--- src/rtl/lmsb_pkg.sv ---
// ----------------------------------------------------------------------------
// lmsb_pkg: shared types and constants for the LED matrix scroll buffer
// Item layouts, action and frame codes, glyph geometry.
// ----------------------------------------------------------------------------
package lmsb_pkg;

	localparam int ROWS        = 8;
	localparam int FRAMES      = 3;
	localparam int GLYPH_WIDTH = 5;

	localparam logic [7:0] GLYPH_MASK = 8'(8'hff << (8 - GLYPH_WIDTH));

	localparam logic [2:0] ACT_SHIFT   = 3'd0;
	localparam logic [2:0] ACT_DOWN    = 3'd1;
	localparam logic [2:0] ACT_UP      = 3'd2;
	localparam logic [2:0] ACT_CLEAR   = 3'd3;
	localparam logic [2:0] ACT_DRAW    = 3'd4;
	localparam logic [2:0] ACT_REFRESH = 3'd5;

	localparam logic [1:0] FRM_MAIN  = 2'd0;
	localparam logic [1:0] FRM_UPPER = 2'd1;
	localparam logic [1:0] FRM_LOWER = 2'd2;
	localparam logic [1:0] FRM_NONE  = 2'd3;

	typedef struct packed {
		logic [2:0]             action;
		logic [1:0]             buffer_sel;
		logic [5:0]             column;
		logic [2:0]             glyph_row;
		logic [GLYPH_WIDTH-1:0] glyph_bits;
	} cmd_item_t;

	typedef struct packed {
		logic [3:0] row_opcode;
		logic [7:0] row_data;
		logic       latch;
		logic       last;
	} word_item_t;

endpackage

--- src/rtl/led_matrix_scroll_buffer.sv ---
// ----------------------------------------------------------------------------
// led_matrix_scroll_buffer: frame store and scroller for cascaded 8x8 modules
// Usage:
//   cmd channel (valid/ready) takes one action item; cmd_ready is high only
//   while the sequencer is idle. word channel (valid/ready) carries refresh
//   words from an output register; the sequencer holds while it is full.
//   cfg_we/cfg_data write module_count at any edge (write it while idle).
// Per item, n = modules in use, one store access per read or write state:
//   shift left   a read and a write per step, n+1 steps per row, 7 rows
//   shuffle      16-byte chain per module
//   clear        8 rows per module
//   draw         one read-modify-write, two when the glyph straddles into the next module
//   refresh      one word per read and write, held while the word register is full
// A refresh item gives 8*n words, rows 7 down to 0, module 0 first.
// Reset: the store is swept to zero, one byte a cycle, all 24*MAX_MODULES bytes,
// with cmd_ready low; module_count returns to 8.
// ----------------------------------------------------------------------------
module led_matrix_scroll_buffer #(
	parameter int MAX_MODULES = 8
) (
	input  logic                   clk,
	input  logic                   arst_n,
	input  logic                   cmd_valid,
	output logic                   cmd_ready,
	input  lmsb_pkg::cmd_item_t    cmd,
	output logic                   word_valid,
	input  logic                   word_ready,
	output lmsb_pkg::word_item_t   word,
	input  logic                   cfg_we,
	input  logic [3:0]             cfg_data
);

	localparam int DEPTH = lmsb_pkg::FRAMES * MAX_MODULES * lmsb_pkg::ROWS;
	localparam int AW    = $clog2(DEPTH);
	localparam int MW    = $clog2(MAX_MODULES + 1);

	typedef enum logic [1:0] {
		ST_INIT,
		ST_IDLE,
		ST_RD,
		ST_WR
	} state_t;

	state_t                          state_q;
	logic [AW-1:0]                   init_q;
	logic [3:0]                      count_q;
	logic [2:0]                      act_q;
	logic [1:0]                      buf_q;
	logic [5:0]                      col_q;
	logic [2:0]                      grow_q;
	logic [lmsb_pkg::GLYPH_WIDTH-1:0] bits_q;
	logic [2:0]                      row_q;
	logic [MW-1:0]                   mod_q;
	logic [3:0]                      pos_q;
	logic [7:0]                      hold_q;
	logic                            second_q;
	logic                            word_valid_q;
	lmsb_pkg::word_item_t            word_q;

	logic [7:0]    mem [DEPTH];
	logic [7:0]    rd_q;

	logic [MW-1:0] n_c;
	logic [MW-1:0] n_last;
	logic          mod_last;
	logic          mem_we;
	logic          mem_re;
	logic [AW-1:0] mem_wa;
	logic [AW-1:0] mem_ra;
	logic [7:0]    mem_wd;
	logic [7:0]    glyph_val;
	logic [15:0]   mask16;
	logic [15:0]   val16;
	logic [4:0]    draw_mod;
	logic          straddle;
	logic          emit;
	logic          out_free;

	function automatic logic [AW-1:0] cell_addr(input logic [1:0] b, input logic [4:0] m,
			input logic [2:0] r);
		return AW'((int'(b) * MAX_MODULES + int'(m)) * lmsb_pkg::ROWS + int'(r));
	endfunction

	// 16-byte chain: down runs upper 0..7 then main 0..7, up runs main then lower
	function automatic logic [AW-1:0] chain_addr(input logic up, input logic [3:0] idx,
			input logic [4:0] m);
		logic [1:0] b;
		if (up) begin
			b = idx[3] ? lmsb_pkg::FRM_LOWER : lmsb_pkg::FRM_MAIN;
		end else begin
			b = idx[3] ? lmsb_pkg::FRM_MAIN : lmsb_pkg::FRM_UPPER;
		end
		return cell_addr(b, m, idx[2:0]);
	endfunction

	assign n_c = (count_q == 4'd0 || int'(count_q) > MAX_MODULES) ?
		MW'(MAX_MODULES) : MW'(count_q);
	assign n_last   = n_c - MW'(1);
	assign mod_last = (mod_q == n_last);

	assign glyph_val = 8'(bits_q) << (8 - lmsb_pkg::GLYPH_WIDTH);
	assign mask16    = {lmsb_pkg::GLYPH_MASK, 8'h00} >> col_q[2:0];
	assign val16     = {glyph_val, 8'h00} >> col_q[2:0];
	assign draw_mod  = 5'(col_q[5:3]);
	assign straddle  = (mask16[7:0] != 8'h00) && ((draw_mod + 5'd1) < 5'(n_c));

	assign out_free  = !word_valid_q || word_ready;
	assign emit      = (state_q == ST_WR) && (act_q == lmsb_pkg::ACT_REFRESH) && out_free;

	assign cmd_ready  = (state_q == ST_IDLE);
	assign word_valid = word_valid_q;
	assign word       = word_q;

	always_comb begin
		mem_we = 1'b0;
		mem_re = 1'b0;
		mem_wa = '0;
		mem_ra = '0;
		mem_wd = 8'h00;
		unique case (state_q)
			ST_INIT: begin
				mem_we = 1'b1;
				mem_wa = init_q;
			end
			ST_RD: begin
				unique case (act_q)
					lmsb_pkg::ACT_SHIFT, lmsb_pkg::ACT_REFRESH: begin
						mem_re = (mod_q != n_c);
						mem_ra = cell_addr(lmsb_pkg::FRM_MAIN, 5'(mod_q), row_q);
					end
					lmsb_pkg::ACT_DOWN: begin
						mem_re = (pos_q != 4'hf);
						mem_ra = chain_addr(1'b0, ~pos_q - 4'd1, 5'(mod_q));
					end
					lmsb_pkg::ACT_UP: begin
						mem_re = (pos_q != 4'hf);
						mem_ra = chain_addr(1'b1, pos_q + 4'd1, 5'(mod_q));
					end
					lmsb_pkg::ACT_DRAW: begin
						mem_re = 1'b1;
						mem_ra = cell_addr(buf_q, second_q ? draw_mod + 5'd1 : draw_mod,
							grow_q);
					end
					default: begin
						mem_re = 1'b0;
					end
				endcase
			end
			ST_WR: begin
				unique case (act_q)
					lmsb_pkg::ACT_SHIFT: begin
						mem_we = (mod_q != '0);
						mem_wa = cell_addr(lmsb_pkg::FRM_MAIN, 5'(mod_q - MW'(1)), row_q);
						mem_wd = {hold_q[6:0], (mod_q != n_c) ? rd_q[7] : 1'b0};
					end
					lmsb_pkg::ACT_DOWN: begin
						mem_we = 1'b1;
						mem_wa = chain_addr(1'b0, ~pos_q, 5'(mod_q));
						mem_wd = (pos_q == 4'hf) ? 8'h00 : rd_q;
					end
					lmsb_pkg::ACT_UP: begin
						mem_we = 1'b1;
						mem_wa = chain_addr(1'b1, pos_q, 5'(mod_q));
						mem_wd = (pos_q == 4'hf) ? 8'h00 : rd_q;
					end
					lmsb_pkg::ACT_CLEAR: begin
						mem_we = 1'b1;
						mem_wa = cell_addr(buf_q, 5'(mod_q), row_q);
					end
					lmsb_pkg::ACT_DRAW: begin
						mem_we = 1'b1;
						if (second_q) begin
							mem_wa = cell_addr(buf_q, draw_mod + 5'd1, grow_q);
							mem_wd = (rd_q & ~mask16[7:0]) | val16[7:0];
						end else begin
							mem_wa = cell_addr(buf_q, draw_mod, grow_q);
							mem_wd = (rd_q & ~mask16[15:8]) | val16[15:8];
						end
					end
					default: begin
						mem_we = 1'b0;
					end
				endcase
			end
			default: begin
				mem_we = 1'b0;
			end
		endcase
	end

	always_ff @(posedge clk) begin
		if (mem_we) begin
			mem[mem_wa] <= mem_wd;
		end
		if (mem_re) begin
			rd_q <= mem[mem_ra];
		end
	end

	always_ff @(posedge clk or negedge arst_n) begin
		if (!arst_n) begin
			state_q      <= ST_INIT;
			init_q       <= '0;
			count_q      <= 4'd8;
			word_valid_q <= 1'b0;
			act_q        <= lmsb_pkg::ACT_SHIFT;
			row_q        <= '0;
			mod_q        <= '0;
			pos_q        <= '0;
			second_q     <= 1'b0;
		end else begin
			if (cfg_we) begin
				count_q <= cfg_data;
			end
			if (word_valid_q && word_ready) begin
				word_valid_q <= 1'b0;
			end
			unique case (state_q)
				ST_INIT: begin
					init_q <= init_q + AW'(1);
					if (init_q == AW'(DEPTH - 1)) begin
						state_q <= ST_IDLE;
					end
				end
				ST_IDLE: begin
					if (cmd_valid) begin
						act_q    <= cmd.action;
						buf_q    <= cmd.buffer_sel;
						col_q    <= cmd.column;
						grow_q   <= cmd.glyph_row;
						bits_q   <= cmd.glyph_bits;
						mod_q    <= '0;
						pos_q    <= '0;
						second_q <= 1'b0;
						unique case (cmd.action)
							lmsb_pkg::ACT_SHIFT: begin
								row_q   <= 3'd1;
								state_q <= ST_RD;
							end
							lmsb_pkg::ACT_DOWN, lmsb_pkg::ACT_UP: begin
								state_q <= ST_RD;
							end
							lmsb_pkg::ACT_CLEAR: begin
								row_q <= 3'd0;
								if (cmd.buffer_sel != lmsb_pkg::FRM_NONE) begin
									state_q <= ST_WR;
								end
							end
							lmsb_pkg::ACT_DRAW: begin
								if (cmd.buffer_sel != lmsb_pkg::FRM_NONE &&
										5'(cmd.column[5:3]) < 5'(n_c)) begin
									state_q <= ST_RD;
								end
							end
							lmsb_pkg::ACT_REFRESH: begin
								row_q   <= 3'd7;
								state_q <= ST_RD;
							end
							default: begin
								state_q <= ST_IDLE;
							end
						endcase
					end
				end
				ST_RD: begin
					state_q <= ST_WR;
				end
				ST_WR: begin
					unique case (act_q)
						lmsb_pkg::ACT_SHIFT: begin
							hold_q  <= rd_q;
							state_q <= ST_RD;
							if (mod_q == n_c) begin
								mod_q <= '0;
								row_q <= row_q + 3'd1;
								if (row_q == 3'd7) begin
									state_q <= ST_IDLE;
								end
							end else begin
								mod_q <= mod_q + MW'(1);
							end
						end
						lmsb_pkg::ACT_DOWN, lmsb_pkg::ACT_UP: begin
							state_q <= ST_RD;
							pos_q   <= pos_q + 4'd1;
							if (pos_q == 4'hf) begin
								mod_q <= mod_q + MW'(1);
								if (mod_last) begin
									state_q <= ST_IDLE;
								end
							end
						end
						lmsb_pkg::ACT_CLEAR: begin
							row_q <= row_q + 3'd1;
							if (row_q == 3'd7) begin
								mod_q <= mod_q + MW'(1);
								if (mod_last) begin
									state_q <= ST_IDLE;
								end
							end
						end
						lmsb_pkg::ACT_DRAW: begin
							if (!second_q && straddle) begin
								second_q <= 1'b1;
								state_q  <= ST_RD;
							end else begin
								state_q <= ST_IDLE;
							end
						end
						lmsb_pkg::ACT_REFRESH: begin
							if (emit) begin
								word_valid_q      <= 1'b1;
								word_q.row_opcode <= 4'(row_q) + 4'd1;
								word_q.row_data   <= rd_q;
								word_q.latch      <= mod_last;
								word_q.last       <= mod_last && (row_q == 3'd0);
								state_q           <= ST_RD;
								if (mod_last) begin
									mod_q <= '0;
									row_q <= row_q - 3'd1;
									if (row_q == 3'd0) begin
										state_q <= ST_IDLE;
									end
								end else begin
									mod_q <= mod_q + MW'(1);
								end
							end
						end
						default: begin
							state_q <= ST_IDLE;
						end
					endcase
				end
				default: begin
					state_q <= ST_IDLE;
				end
			endcase
		end
	end

endmodule
--- config.mk ---
export PLATFORM = sky130hd
export DESIGN_NAME = led_matrix_scroll_buffer
export DESIGN_NICKNAME = d
export VERILOG_FILES = /design/src/rtl/lmsb_pkg.sv /design/src/rtl/led_matrix_scroll_buffer.sv
export SDC_FILE = /design/constraint.sdc
export NUM_CORES = 2
export LEC_CHECK = 0
export ABC_AREA = 1
export BUFFER_PORTS_ARGS = -buffer_cell sky130_fd_sc_hd__buf_2
export CORE_MARGIN = 5
export CORE_UTILIZATION = 55
export CTS_CLUSTER_DIAMETER = 150
export CTS_CLUSTER_SIZE = 28
export DETAILED_ROUTE_END_ITERATION = 7
export PLACE_DENSITY = 0.74
export SYNTH_ARGS = -nofsm -noshare
export SYNTH_HDL_FRONTEND = slang
export SYNTH_SLANG_ARGS = --single-unit
export TNS_END_PERCENT = 5
--- constraint.sdc ---
create_clock -name clk -period 10 [get_ports clk]
set_clock_uncertainty 0.15 [all_clocks]
set_input_delay 1 -clock clk [delete_from_list [all_inputs] [get_ports clk]]
set_output_delay 1 -clock clk [all_outputs]
set_load 0.1 [all_outputs]
Word-level counts from Yosys, hierarchy flattened --
Memory sizes are Yosys's and may differ from the RTL's. A register that Yosys moved wholly into a read port is not among the register bits. Index checks and enable logic that the tools add are counted.
Storage, ports and cells: register bits after elaboration 67, RAM bits 1536, input port bits 28, output and inout bits 16, logic and storage cells 200, memories kept 1
Cells by class: $add $sub $neg 28, $lt $le $gt $ge 3, eq/ne operators 37, shifts and indexed selects 2, mux-type cells 72, bitwise gates (word level) 7, reduce and logical (&&, ||, !) cells 32
Memory list:
- mem | words 192, bits a word 8, rd ports 1, clocked after Yosys merged registers in 1, write ports 1, RTL line led_matrix_scroll_buffer.sv:60 | logic [7:0] mem [DEPTH];
Operator list (count):
- $add A8 B3 Y8 | 9
- $mux W2 | 24
- $mux W8 | 5
- $pmux W8 S5 | 1
- $mux W4 | 8
- $pmux W8 S4 | 1
- $add A5 B4 Y5 | 6
- $pmux W8 S3 | 1
- $ne A3 B3 Y1 const B | 7
- $pmux W3 S3 | 2
- $and A8 B8 Y8 | 2
- $not A8 Y8 | 2
- $or A8 B8 Y8 | 2
- $pmux W4 S2 | 2
- $pmux W4 S4 | 1
- $pmux W8 S2 | 1
- $shr A16 B3 Y16 | 1
- $shr A16 B3 Y16 const A | 1
- $eq A3 B3 Y1 const B | 5
- $reduce_and A7 Y1 | 2
- $mux W1 | 13
- $eq A3 B2 Y1 const B | 4
- $mux W3 | 4
- $pmux W2 S5 | 1
- 48 further kinds | 76

Logic depth before layout (Yosys ltp) --
depth in word-level cells 9, mapped depth 20, mapped depth without buffers 17

Worst setup path after synthesis --
No wires, ideal clock.
path type register to register, start point reg act_q[0], end point mem mem[0][1], data pin, library setup time 1.234 ns, data arrival time 6.575 ns, required time 8.616 ns, path slack 2.041 ns, stages on the path, launching flop included 9, path buffers 1, period minus slack after synthesis 7.959 ns, cell sequence dfrtp_1 -> buf_2 -> nor2_2 -> nand2_1 -> nand2_1 -> inv_1 -> nor2_1 -> a22oi_1 -> a21oi_1
Between the ends: cells in the longest elaborated chain, start to end 4, elaborated cells on any way between the ends 7, classes of those cells eq/ne: 3; mux: 2; reduce/logical: 2
RTL lines:
- start, declared | RTL line led_matrix_scroll_buffer.sv:47 | logic [2:0] act_q;
- start signal, assigned | RTL line led_matrix_scroll_buffer.sv:206 | act_q <= lmsb_pkg::ACT_SHIFT;
- start signal, assigned | RTL line led_matrix_scroll_buffer.sv:227 | act_q <= cmd.action;
- $eq A3 B1 Y1 or $eq A3 B2 Y1 (tied branches) | RTL line led_matrix_scroll_buffer.sv:150 | unique case (act_q)
- $reduce_or A2 Y1 (no line)
- $pmux W8 S3 * | RTL line led_matrix_scroll_buffer.sv:150
- $mux W8 * | RTL line led_matrix_scroll_buffer.sv:120 | unique case (state_q)
- via mem_wd[1] | RTL line led_matrix_scroll_buffer.sv:70 | logic [7:0] mem_wd;
- end, declared | RTL line led_matrix_scroll_buffer.sv:60
Mark *: on every way through the listed nets, which the timed path passes. The rest lies on a longest branch.

Worst setup path after layout --
start point reg act_q[0], end point reg rd_q[1] (read register of mem), data pin
Between the ends: cells in the longest elaborated chain, start to end 4, elaborated cells on any way between the ends 11, classes of those cells eq/ne: 4; mux: 4; reduce/logical: 3
RTL lines:
- $eq A3 B3 Y1, or another cell as far along | RTL line led_matrix_scroll_buffer.sv:126 | unique case (act_q)
- $reduce_or A2 Y1, on equally long branches
- $pmux W8 S4 or $pmux W1 S3 (tied branches) | RTL line led_matrix_scroll_buffer.sv:126
- $mux W8 or $mux W1 (tied branches) | RTL line led_matrix_scroll_buffer.sv:120
- end, declared | RTL line led_matrix_scroll_buffer.sv:61 | logic [7:0] rd_q;
Parallel ways exist; a longest one is shown, timed or not. A chain may end at the register's enable or synchronous reset.

==> results.cfg <==
[status]
status = finished, final reports clean

[clocking]
cts_tree = done
post_cts_resized = 0
cts_buffer_depth = 3
cts.clk_slew.worst_paths_ns = 0.11
htreeDepth = 3
cts_hold_buf = 0
root_buffer = clkbuf_16
clk_latency_ns = 0.70
postCtsSetupRepairBufs = 0
numCtsBuffers = 67
cts_num_sinks = 1611

[critical_path]
critPathCaptureType = register
r2r_slack_ns = 3.29
reg2reg_from = act_q[0]$_DFFE_PN0P_
r2r-end = rd_q[1]$_DFFE_PP_
arrival_ns = 7.02
cp_max_fo = 137
cp-endpoint = rd_q[1]$_DFFE_PP_
crit_start = act_q[0]$_DFFE_PN0P_
worst-r2r-cell-count = 17
criticalPathCategory = register to register
slowest_stage = inv_8
critical_path_required_ns = 10.32
crit_path_cell_trace = nor2_4 > nand2_4 > nand2_2 > nand2_2 > nand3_4 > nand2_8 > inv_8 > buf_4 > nand2_1 > o211ai_1 > nand3_1 > nand3_1 > nand3_1 > nand3_1 > nand2_1 > nand2_1 > nand2_1
max_stage_delay_ns = 1.01
setup.worst_path.start_class = register

[global_route]
grt_usage_pct = 27.1
grt_max_degree = 214
grt_overflow = 0
use_met1_pct = 37.3
grtUsageMet2_pct = 42.2
antenna_found_initial = 3
grt_most_used_layer = met2
grt_pass1_vias = 45932
grt_pass1_wl_mm = 284
met3_usage_pct = 5.48

[synth]
synth_area_mm2 = 0.0714
syn_inst = 6378
yosysWarnings = 0
synth_ff_type = edfxtp_1
yosys_register_bits = 1611
seq_area_frac_synth_pct = 67.6
async_reset_ff_share_pct = 1.86
synth_fp_nets = 6429
synth_area_per_cell_um2 = 11.2
synth_edf_count = 1581
synth_cell_types = 55

[finish]
layout_commonest_cell = edfxtp_1
fillCellCount = 10434
nNetsFinal = 6179
drive_gt1_share_pct = 4.64
syn2layout_area_growth_pct = 4.34
final_cell_mix = edfxtp_1, nand3_1, nand2_1

[timing]
grt_setup_unrepaired = no
max_freq_ghz = 0.149
worst_pin_slew_ns = 1.25
hold_viol = 0
setup_ws_ns = 3.29
finalSetupTns_ns = 0
setup_viol = 0
slew_headroom_pct = 16.8
timing.final.crit_share_pct = 67.1
period_needed_ns = 6.71
drv_slew = 0

[power_and_ir_drop]
p_comb_share_pct = 31.0
seqPwrFrac_pct = 49.0
p_leak_nw = 27.6
worst_ir_drop_vdd_uv = 303
switching_power_w = 0.00609
internal-power_w = 0.0103
p_clk_share_pct = 19.9
power_density_mw_per_mm2 = 220
switching_share_pct = 37.1

[floorplanning]
fp.dieH_um = 370
die_x_um = 370
pin_count = 44
rows = 132
core_area_mm2 = 0.129
initial_core_util_pct = 55.2
dieArea_mm2 = 0.137

[routing]
antenna_left = 0
viasPerCell = 6.09
vias = 48081
drt_wl_total_mm = 188
drc = 0
drtPass1Iterations = 8
drtIter0Drc = 6213
routedWlPerCell_um = 23.8

[placement]
place.detailed.hpwl_mm = 104
dp_slack_ns = 3.62
port_buffers = 43
place.gp.congestion = 0.914

[worst_hold_path]
hold_path.class = primary input to asynchronous set/reset pin

[job]
max-cap-violations = 0
-- cells in the mapped netlist (16+ instances only) --
library cell  count  share of area [%]
nand3_1        1327                9.3
clkbuf_1        167               0.88
nand4_1          38               0.33
buf_4            19               0.20
a21oi_1          35               0.25
nor2_1          313                1.6
ha_1             22               0.39
edfxtp_1       1581                 67
o21ai_0          41               0.29
dfrtp_1          29                1.0
nand3b_1        297                3.1
buf_1            31               0.16
or2_1            70               0.61
o211ai_1        272                2.9
inv_1           806                4.2
xor2_1           16               0.20
nand2_1         959                5.0
or2_2            58               0.51
buf_2           208                1.5
-- sequential cells by signal, summed over array words and instances, names as in the netlist, 5 cells and up --
signal	cells
init_q	8
bits_q	5
rd_q	8
word	14
mem	1536
col_q	6
hold_q	7
-- final cells by class --
class	count	area (µm²)	share of cell area, %
Antenna cell	3	7.51	0.0101
Clock buffer	80	1750	2.35
Sequential cell	1611	48200	64.8
Tap cell	1742	2180	2.93
Multi-Input combinational cell	3525	18300	24.6
Clock inverter	7	76.3	0.103
Timing Repair Buffer	107	846	1.14
Inverter	816	3070	4.13
-- worst max-delay path: cells and delay by family (launching register included) --
kind,cells,cell delay [ns]
AND/OR/NAND/NOR,14,3.57
flip-flops,1,0.52
AO/OA/AOI/OAI,1,0.13
buffers and inverters,2,1.76
-- stage by stage --
stage               hold WS, ns  cells  utilization [%]  total power (W)  cell area (µm²)
CTS                       0.202   7888             57.6           0.0163            74400
floorplan                 0.313   6378                -           0.0116            71400
global route              0.253   7888             57.6           0.0170            74400
detailed placement        0.356   7801             56.2           0.0132            72600
global placement          0.350   7801             56.2           0.0131            72600
finish                    0.205   7891             57.6           0.0164            74500
-- routing by layer --
metal | vias to the layer above | part of all wire, %
met3 | 427 | 11
met1 | 23223 | 39
li1 | 21577 | -
met4 | 2 | 4.5
met2 | 2852 | 46
met5 | - | 0.0058
-- worst min path at each step --
| stage | endpoint | startpoint | cells past startpoint |
|---|---|---|---|
| finish | count_q[1]$_DFFE_PN0P_ | arst_n | 1 |
| global route | count_q[1]$_DFFE_PN0P_ | arst_n | 1 |
| CTS | count_q[1]$_DFFE_PN0P_ | arst_n | 1 |
| detailed placement | init_q[7]$_DFFE_PN0N_ | init_q[7]$_DFFE_PN0N_ | 1 |
| global placement | init_q[7]$_DFFE_PN0N_ | init_q[7]$_DFFE_PN0N_ | 1 |
| floorplan | hold_q[1]$_DFFE_PP_ | rd_q[1]$_DFFE_PP_ | 0 |
-- cell families after synthesis --
| kind of cell | after synthesis | synth area share [%] |
|---|---|---|
| AND/OR/NAND/NOR | 3091 | 20.9 |
| flip-flops | 1611 | 67.6 |
| buffers and inverters | 1242 | 7.01 |
| AO/OA/AOI/OAI | 387 | 3.81 |
| adder cells (fa/ha/maj) | 23 | 0.414 |
| XOR/XNOR | 20 | 0.245 |
| multiplexers | 4 | 0.0579 |
-- power groups by stage --
stage	registers [W]	logic, W	clock network (W)
6_report	0.00805	0.00510	0.00327
5_1_grt	0.00805	0.00544	0.00354
4_1_cts	0.00804	0.00499	0.00330
3_5_place_dp	0.00819	0.00498	0
3_3_place_gp	0.00819	0.00492	0
2_1_floorplan	0.00830	0.00333	0
Note: power is estimated with default switching activity, not from simulation.
